**config.mk**
```make
export PLATFORM = sky130hd
export DESIGN_NAME = image_to_braille_text_top
export DESIGN_NICKNAME = d
export VERILOG_FILES = /design/src/hdl/bte_pkg.sv /design/src/hdl/bte_scan.sv /design/src/hdl/bte_cell_store.sv /design/src/hdl/image_to_braille_text_top.sv
export SDC_FILE = /design/constraint.sdc
export NUM_CORES = 1
export LEC_CHECK = 0
export BUFFER_PORTS_ARGS = -buffer_cell sky130_fd_sc_hd__buf_2
export CAP_MARGIN = 20
export CORE_ASPECT_RATIO = 0.75
export CORE_MARGIN = 4
export CORE_UTILIZATION = 40
export CTS_CLUSTER_DIAMETER = 50
export CTS_CLUSTER_SIZE = 20
export DETAILED_ROUTE_END_ITERATION = 16
export GPL_ROUTABILITY_DRIVEN = 0
export MAX_ROUTING_LAYER = met4
export PLACE_DENSITY = 0.64
export SETUP_SLACK_MARGIN = 0.2
export SYNTH_ARGS = -nofsm -noshare
export SYNTH_HDL_FRONTEND = slang
export SYNTH_SLANG_ARGS = --single-unit
```
**constraint.sdc**
```tcl
create_clock -name clk -period 8.8 [get_ports clk]
set_input_delay 1.76 -clock clk [delete_from_list [all_inputs] [get_ports clk]]
set_output_delay 1.76 -clock clk [all_outputs]
set_load 0.01 [all_outputs]
```
**src/hdl/bte_pkg.sv**
```systemverilog
`default_nettype none

package bte_pkg;

  // Image size limits
  localparam int MAX_WIDTH  = 256;
  localparam int MAX_HEIGHT = 4096;

  // Configuration field widths
  localparam int WIDTH_W  = 9;
  localparam int HEIGHT_W = 13;
  localparam int CFG_DW   = 13;
  localparam int CFG_IW   = 2;

  // Position and cell store geometry
  localparam int COL_W      = $clog2(MAX_WIDTH);
  localparam int ROW_W      = $clog2(MAX_HEIGHT);
  localparam int CELL_SLOTS = (MAX_WIDTH + 1) / 2;
  localparam int CELL_AW    = $clog2(CELL_SLOTS);

  // Register indexes
  localparam logic [CFG_IW-1:0] CFG_IMAGE_WIDTH  = 2'd0;
  localparam logic [CFG_IW-1:0] CFG_IMAGE_HEIGHT = 2'd1;

  // UTF-8 framing of U+2800
  localparam logic [7:0] UTF8_LEAD     = 8'hE2;
  localparam logic [7:0] UTF8_MID_BASE = 8'hA0;
  localparam logic [7:0] UTF8_TAIL_BASE = 8'h80;

  // Per-pixel request from the scan counter to the cell pipeline
  typedef struct packed {
    logic [CELL_AW-1:0] slot;
    logic [7:0]         weight;
    logic               emit;
    logic               last;
  } scan_req_t;

  // Standard braille dot weight for a pixel inside its 2x4 cell
  function automatic logic [7:0] dot_weight(input logic [1:0] row_lsb,
                                            input logic       col_lsb);
    logic [7:0] w;
    case ({row_lsb, col_lsb})
      3'b000:  w = 8'h01;
      3'b001:  w = 8'h08;
      3'b010:  w = 8'h02;
      3'b011:  w = 8'h10;
      3'b100:  w = 8'h04;
      3'b101:  w = 8'h20;
      3'b110:  w = 8'h40;
      3'b111:  w = 8'h80;
      default: w = 8'h00;
    endcase
    return w;
  endfunction

endpackage

`default_nettype wire

```
**src/hdl/bte_scan.sv**
```systemverilog
`default_nettype none

module bte_scan (
  input  wire logic                          clk,
  input  wire logic                          rst_n,
  input  wire logic                          cfg_wr_en,
  input  wire logic [bte_pkg::CFG_IW-1:0]    cfg_index,
  input  wire logic [bte_pkg::CFG_DW-1:0]    cfg_data,
  input  wire logic                          advance,
  input  wire logic [7:0]                    pixel_value,
  output bte_pkg::scan_req_t                 req
);
  import bte_pkg::*;

  logic [WIDTH_W-1:0]  width_r;
  logic [HEIGHT_W-1:0] height_r;
  logic [COL_W-1:0]    col_r, col_nxt;
  logic [ROW_W-1:0]    row_r, row_nxt;
  logic [WIDTH_W-1:0]  w_eff;
  logic [HEIGHT_W-1:0] h_eff;
  logic [WIDTH_W-1:0]  col_p1;
  logic [HEIGHT_W-1:0] row_p1;
  logic                last_col;
  logic                last_row;

  // Hold the size registers
  always_ff @(posedge clk) begin
    if (!rst_n) begin
      width_r  <= WIDTH_W'(MAX_WIDTH);
      height_r <= HEIGHT_W'(1);
    end else if (cfg_wr_en) begin
      case (cfg_index)
        CFG_IMAGE_WIDTH:  width_r  <= cfg_data[WIDTH_W-1:0];
        CFG_IMAGE_HEIGHT: height_r <= cfg_data[HEIGHT_W-1:0];
        default: ;
      endcase
    end
  end

  // Clamp sizes: zero acts as one, oversize acts as the maximum
  always_comb begin
    if (width_r == '0) begin
      w_eff = WIDTH_W'(1);
    end else if (width_r > WIDTH_W'(MAX_WIDTH)) begin
      w_eff = WIDTH_W'(MAX_WIDTH);
    end else begin
      w_eff = width_r;
    end
    if (height_r == '0) begin
      h_eff = HEIGHT_W'(1);
    end else if (height_r > HEIGHT_W'(MAX_HEIGHT)) begin
      h_eff = HEIGHT_W'(MAX_HEIGHT);
    end else begin
      h_eff = height_r;
    end
  end

  // Detect the last column and row of the image
  assign col_p1   = WIDTH_W'(col_r) + WIDTH_W'(1);
  assign row_p1   = HEIGHT_W'(row_r) + HEIGHT_W'(1);
  assign last_col = col_p1 >= w_eff;
  assign last_row = row_p1 >= h_eff;

  // Build the request for the current pixel
  always_comb begin
    req.slot   = col_r[COL_W-1:1];
    req.weight = (pixel_value != 8'h00) ? dot_weight(row_r[1:0], col_r[0]) : 8'h00;
    req.emit   = ((row_r[1:0] == 2'b11) || last_row) && (col_r[0] || last_col);
    req.last   = last_row && last_col;
  end

  // Advance the raster position, wrap at the end of a row and of the image
  always_comb begin
    col_nxt = col_r;
    row_nxt = row_r;
    if (last_col) begin
      col_nxt = '0;
      row_nxt = last_row ? '0 : row_p1[ROW_W-1:0];
    end else begin
      col_nxt = col_p1[COL_W-1:0];
    end
  end

  always_ff @(posedge clk) begin
    if (!rst_n) begin
      col_r <= '0;
      row_r <= '0;
    end else if (advance) begin
      col_r <= col_nxt;
      row_r <= row_nxt;
    end
  end

endmodule

`default_nettype wire

```
**src/hdl/bte_cell_store.sv**
```systemverilog
`default_nettype none

module bte_cell_store (
  input  wire logic                          clk,
  input  wire logic                          rst_n,
  input  wire logic                          rd_en,
  input  wire logic [bte_pkg::CELL_AW-1:0]   rd_addr,
  input  wire logic                          wr_en,
  input  wire logic [bte_pkg::CELL_AW-1:0]   wr_addr,
  input  wire logic [7:0]                    wr_data,
  output logic [7:0]                         rd_data
);
  import bte_pkg::*;

  logic [7:0]            cell_mem_r [CELL_SLOTS];
  logic [CELL_SLOTS-1:0] vld_r;
  logic [7:0]            rd_q_r;
  logic                  rd_vld_r;
  logic                  fwd_r;
  logic [7:0]            fwd_data_r;

  // Write the band memory
  always_ff @(posedge clk) begin
    if (wr_en) begin
      cell_mem_r[wr_addr] <= wr_data;
    end
  end

  // Registered read; hold the data while no new read is issued
  always_ff @(posedge clk) begin
    if (rd_en) begin
      rd_q_r     <= cell_mem_r[rd_addr];
      fwd_data_r <= wr_data;
    end
  end

  // Track written entries; an unwritten entry reads as zero
  always_ff @(posedge clk) begin
    if (!rst_n) begin
      vld_r    <= '0;
      rd_vld_r <= 1'b0;
      fwd_r    <= 1'b0;
    end else begin
      if (wr_en) begin
        vld_r[wr_addr] <= 1'b1;
      end
      if (rd_en) begin
        rd_vld_r <= vld_r[rd_addr];
        fwd_r    <= wr_en && (wr_addr == rd_addr);
      end
    end
  end

  // Forward a write that lands on the entry being read in the same cycle
  always_comb begin
    if (fwd_r) begin
      rd_data = fwd_data_r;
    end else if (rd_vld_r) begin
      rd_data = rd_q_r;
    end else begin
      rd_data = 8'h00;
    end
  end

endmodule

`default_nettype wire

```
**src/hdl/image_to_braille_text_top.sv**
```systemverilog
// Braille image encoder.
// Input channel: one 8-bit pixel per item in raster order (in_valid/in_ready);
// a nonzero pixel sets its dot in the 2x4 braille cell that holds it.
// Output channel: one item per completed cell (out_valid/out_ready), carrying
// the three UTF-8 bytes of U+2800 plus the pattern, the pattern itself and a
// flag on the final cell of the image. Cells come out in row-major order.
// Configuration: cfg_wr_en/cfg_index/cfg_data write image_width (index 0)
// and image_height (index 1); write them only while the block is idle.
// Throughput: one pixel per clock while no finished cell waits on a stalled
// output. The band of cell patterns lives in a 128-entry memory, read when a
// pixel is accepted and updated when it leaves stage one; a write to the entry
// being read in the same cycle is forwarded, so no bubble is needed. If the
// receiver stalls, a cell's result waits in the output register and a pixel
// that completes another cell stalls the input until it drains.
// Reset: positions go to zero, width to 256, height to 1, all cells read as
// empty at once; no clearing pass is needed.
`default_nettype none

module image_to_braille_text_top (
  input  wire logic                          clk,
  input  wire logic                          rst_n,
  input  wire logic                          cfg_wr_en,
  input  wire logic [bte_pkg::CFG_IW-1:0]    cfg_index,
  input  wire logic [bte_pkg::CFG_DW-1:0]    cfg_data,
  input  wire logic                          in_valid,
  output logic                               in_ready,
  input  wire logic [7:0]                    in_pixel_value,
  output logic                               out_valid,
  input  wire logic                          out_ready,
  output logic [7:0]                         out_utf8_lead,
  output logic [7:0]                         out_utf8_middle,
  output logic [7:0]                         out_utf8_tail,
  output logic [7:0]                         out_dot_pattern,
  output logic                               out_last_cell
);
  import bte_pkg::*;

  scan_req_t          req;
  logic               in_accept;
  logic               s1_valid_r;
  scan_req_t          s1_req_r;
  logic               s1_go;
  logic [7:0]         old_pattern;
  logic [7:0]         merged;
  logic               out_valid_r;
  logic [7:0]         pattern_r;
  logic               last_r;

  // Track raster position and decode the cell for the incoming pixel
  bte_scan u_scan (
    .clk         (clk),
    .rst_n       (rst_n),
    .cfg_wr_en   (cfg_wr_en),
    .cfg_index   (cfg_index),
    .cfg_data    (cfg_data),
    .advance     (in_accept),
    .pixel_value (in_pixel_value),
    .req         (req)
  );

  // Band store: read on accept, write back when the item leaves stage one
  bte_cell_store u_store (
    .clk     (clk),
    .rst_n   (rst_n),
    .rd_en   (in_accept),
    .rd_addr (req.slot),
    .wr_en   (s1_go),
    .wr_addr (s1_req_r.slot),
    .wr_data (s1_req_r.emit ? 8'h00 : merged),
    .rd_data (old_pattern)
  );

  // Merge the dot into the stored pattern
  assign merged = old_pattern | s1_req_r.weight;

  // Advance stage one unless its result would overwrite a stalled output
  assign s1_go     = s1_valid_r && (!s1_req_r.emit || !out_valid_r || out_ready);
  assign in_ready  = !s1_valid_r || s1_go;
  assign in_accept = in_valid && in_ready;

  always_ff @(posedge clk) begin
    if (!rst_n) begin
      s1_valid_r <= 1'b0;
    end else if (in_ready) begin
      s1_valid_r <= in_valid;
    end
  end

  always_ff @(posedge clk) begin
    if (in_accept) begin
      s1_req_r <= req;
    end
  end

  // Hold a finished cell until the receiver takes it
  always_ff @(posedge clk) begin
    if (!rst_n) begin
      out_valid_r <= 1'b0;
    end else if (s1_go && s1_req_r.emit) begin
      out_valid_r <= 1'b1;
    end else if (out_ready) begin
      out_valid_r <= 1'b0;
    end
  end

  always_ff @(posedge clk) begin
    if (s1_go && s1_req_r.emit) begin
      pattern_r <= merged;
      last_r    <= s1_req_r.last;
    end
  end

  // Frame the pattern as UTF-8
  assign out_valid       = out_valid_r;
  assign out_utf8_lead   = UTF8_LEAD;
  assign out_utf8_middle = UTF8_MID_BASE | {6'b000000, pattern_r[7:6]};
  assign out_utf8_tail   = UTF8_TAIL_BASE | {2'b00, pattern_r[5:0]};
  assign out_dot_pattern = pattern_r;
  assign out_last_cell   = last_r;

endmodule

`default_nettype wire

```
==> flow_summary.json <==
{
  "outcome": "completed",
  "hold-path-cell-count": 0,
  "cts-root-buf": "clkbuf_16",
  "initial_util_pct": 40.4,
  "io_pins": 63,
  "tightestPinTransition_ns": 1.17,
  "drt-pass1-iter-count": 6,
  "worst_setup_slack_after_layout_ns": 4.49,
  "final_nets": 2680,
  "timing_max_transition_violations_final": 0,
  "startpoint_of_the_worst_setup_timing_path": "u_scan.col_r[2]",
  "via_count_of_the_first_global_routing_pass": 24800,
  "yosys.cell_types.count": 65,
  "worst_r2r_path_depth": 11,
  "critical_path.startpoint_type": "flop",
  "postSynthCellCount": 2619,
  "syn_to_final_growth_pct": 9.64,
  "finalWirelength_um": 121000,
  "synth-edff-count": 1066,
  "total_clock_buffers_created_by_cts": 89,
  "max_clk_rate_ghz": 0.232,
  "seq_area_frac_synth_pct": 72.9,
  "synth.top_cells.by_area": "edfxtp_1, mux4_2, dfxtp_1",
  "leakagePower_nw": 16.4,
  "r2r_end": "u_scan.row_r[10]",
  "ys_async_sr_fraction_pct": 0,
  "grt_antenna_before_repair": 1,
  "final.min_clock_period_ns": 4.32,
  "drtAntennaViolNets": 0,
  "path_max_fanout": 41,
  "dieHeight_um": 310,
  "cts_post_setup_buffers_inserted": 0,
  "hpwlAfterDp_um": 74900,
  "numClockSinks": 1240,
  "power_switching_mw": 2.47,
  "hold_viol_final": 0,
  "fin_tns_setup_ns": 0,
  "globalRouteOverflowTotal": 0,
  "drt_iter0_markers": 3234,
  "netlist_area_sq_um": 48700,
  "final_standard_cell_count_with_taps_included_and_fillers_excluded": 4328,
  "power.share.clock_pct": 38.3,
  "cts.path.max_buffers": 3,
  "power_frac_comb_pct": 3.5,
  "multi_input_area_sq_um": 12300,
  "path_class": "flop to flop",
  "seqCellArea_sq_um": 35500,
  "timing.max_slew.rel_slack_pct": 22.3,
  "post-synth-top-count-cell": "edfxtp_1",
  "finalCoreUtilization_pct": 44.3,
  "max_cap_viol_count": 0,
  "data_required_time_at_the_worst_endpoint_ns": 9.43,
  "placeableCoreArea_sq_um": 120000,
  "power.sequential.fraction_pct": 58.3,
  "postCtsHoldBufs": 0,
  "synth.largest_area_cell": "edfxtp_1",
  "global_route.usage.total_pct": 19.5,
  "later_pin_clock_latency_in_the_skew_report_ns": 0.71,
  "horizontal_extent_of_the_die_um": 411,
  "die_area_sq_um": 127000,
  "vdd_ir_drop_max_uv": 171,
  "final.period_utilization_pct": 49.0,
  "route.detailed.wl_per_inst_um": 28.0,
  "grt_max_degree": 123,
  "first_pass_grt_wire_length_um": 177000,
  "holdWs_ns": 0.451,
  "syn_area_per_cell_sq_um": 18.6,
  "worst_setup_hold_path_clk_slew_ns": 0.08,
  "internal_power_mw": 8.63,
  "place.port_buffers": 46,
  "timing.final.setup_violations": 0,
  "synth-main-ff-cell": "edfxtp_1",
  "holdPathEnd": "out_last_cell",
  "htreeDepth": 3,
  "drt_drc_violations_left": 0,
  "yosys-top-cells-count": "edfxtp_1, mux4_2, dfxtp_1",
  "dpl_worst_slack_ns": 4.11,
  "fillCellCount": 10100,
  "timing.hold.worst.start": "s1_req_r[0]",
  "r2r_start": "u_scan.col_r[2]",
  "row_count": 110,
  "power_density_nw_per_um2": 208,
  "dr_total_vias": 25500,
  "yosysWarnings": 0,
  "drive_above_1_share_pct": 20.1,
  "timing.reg2reg.setup_slack_ns": 4.49,
  "hold_path.class": "flop to flop",
  "synth-seq-cells": 1240,
  "skew_ns": 0.0367,
  "crit_path_end_kind": "flop",
  "antenna_cells_inserted": 0,
  "unrepaired_setup_endpoints_after_global_routing": "no",
  "place_inst": 4161,
  "cts_tree": "done",
  "sw_frac_of_total_pct": 22.2,
  "cts_resized": 0,
  "synth_top_area_share_pct": 65.7,
  "arrival_ns": 4.95,
  "post_drt_via_cell_ratio": 5.90
}
[state kept, by name (all words and copies together), names as in the netlist]
signal              cells
out_dot_pattern         8
out_last_cell           1
out_valid               1
s1_req_r               17
s1_valid_r              1
u_scan.col_r            8
u_scan.height_r        13
u_scan.row_r           12
u_scan.width_r          9
u_store.cell_mem_r   1024
u_store.fwd_data_r      8
u_store.fwd_r           1
u_store.rd_q_r          8
u_store.rd_vld_r        1
u_store.vld_r         128
[logic make-up (layout without fill, tap and decap cells)]
logic type                 count (synthesis)  in the layout  share of synthesized area [%]
AOI/OAI and AO/OA                        397            397                           6.01
xor gates and xnor gates                  23             23                          0.414
adders and majority gates                 24             24                          0.617
buffers and inverters                    185            256                           2.02
DFF                                     1240           1240                           72.9
muxes                                    358            358                           14.4
other                                      2             16                         0.0154
and+or+nand+nor                          390            390                           3.67
[per-layer routing]
layer  global-route usage, %  share of wire [%]  vias to the layer above
li1                        -                  -                    10600
met1                    29.2                 43                    13400
met2                    27.4                 44                     1380
met3                    4.34                 11                      129
met4                    3.95                1.7                        0
met5                       -                  0                        -
[how the worst max path moves through the flow]
stage	end
global route	u_scan.row_r[10]
detailed placement	u_store.cell_mem_r[14][2]
CTS	u_scan.row_r[10]
global placement	u_store.cell_mem_r[12][1]
floorplan	u_scan.row_r[8]
finish	u_scan.row_r[10]
[placed cells by master (no fill, tap or decap), types with 10 or more instances in the layout]
cell type  netlist  final
a21oi_1         53     53
a221o_1         16     16
a221oi_1        10     10
a22o_1          30     30
a22oi_1         53     53
buf_2           35     45
buf_4           41     34
clkbuf_1        74     21
clkbuf_16        0     90
conb_1           2     16
dfxtp_1        174    169
edfxtp_1      1066   1066
ha_1            24     24
mux2_2          25     25
mux2i_1         65     65
mux4_2         259    259
nand2_1         92     91
nand2b_1        15     15
nand3_1         24     23
nand3b_1        11     11
nor2_1         170    169
nor3_1          11     11
o21a_1         131    131
o21ai_0         16     16
o22ai_1         26     26
xor2_1          15     15
[power by group through the flow]
stage / Sequential [mW] / Clock (mW) / Combinational, mW
6_report: 6.47 / 4.25 / 0.384
5_1_grt: 6.47 / 4.58 / 0.407
4_1_cts: 6.47 / 4.32 / 0.386
3_5_place_dp: 6.60 / 0 / 0.387
3_3_place_gp: 6.60 / 0 / 0.375
2_1_floorplan: 6.60 / 0 / 0.213
[layout make-up]
type	instances	area share [%]
clock inverter	52	1.12
inverter	8	0.0562
timing repair buffer	81	0.975
multi-input combinational	1208	23.1
clock buffer	115	4.47
tap	1624	3.81
sequential	1240	66.5
[worst max-delay path: stages (launching register included)]
cell	delay [ns]
dfxtp_4	0.84
buf_4	0.70
nand3_1	0.32
nor2_1	0.20
xor2_1	0.10
ha_1	0.35
nand4_1	0.08
nor2_1	0.13
a2111o_1	0.29
nand3_1	0.29
nor2_1	0.68
a22o_1	0.26
[per-stage QoR]
stage / area, sq um / total power [mW]
detailed placement: 50400 / 6.99
global placement: 50400 / 6.98
floorplan: 48800 / 6.81
finish: 53400 / 11.1
CTS: 53400 / 11.2
global route: 53400 / 11.5
Note: power is estimated with default switching activity, not from simulation.
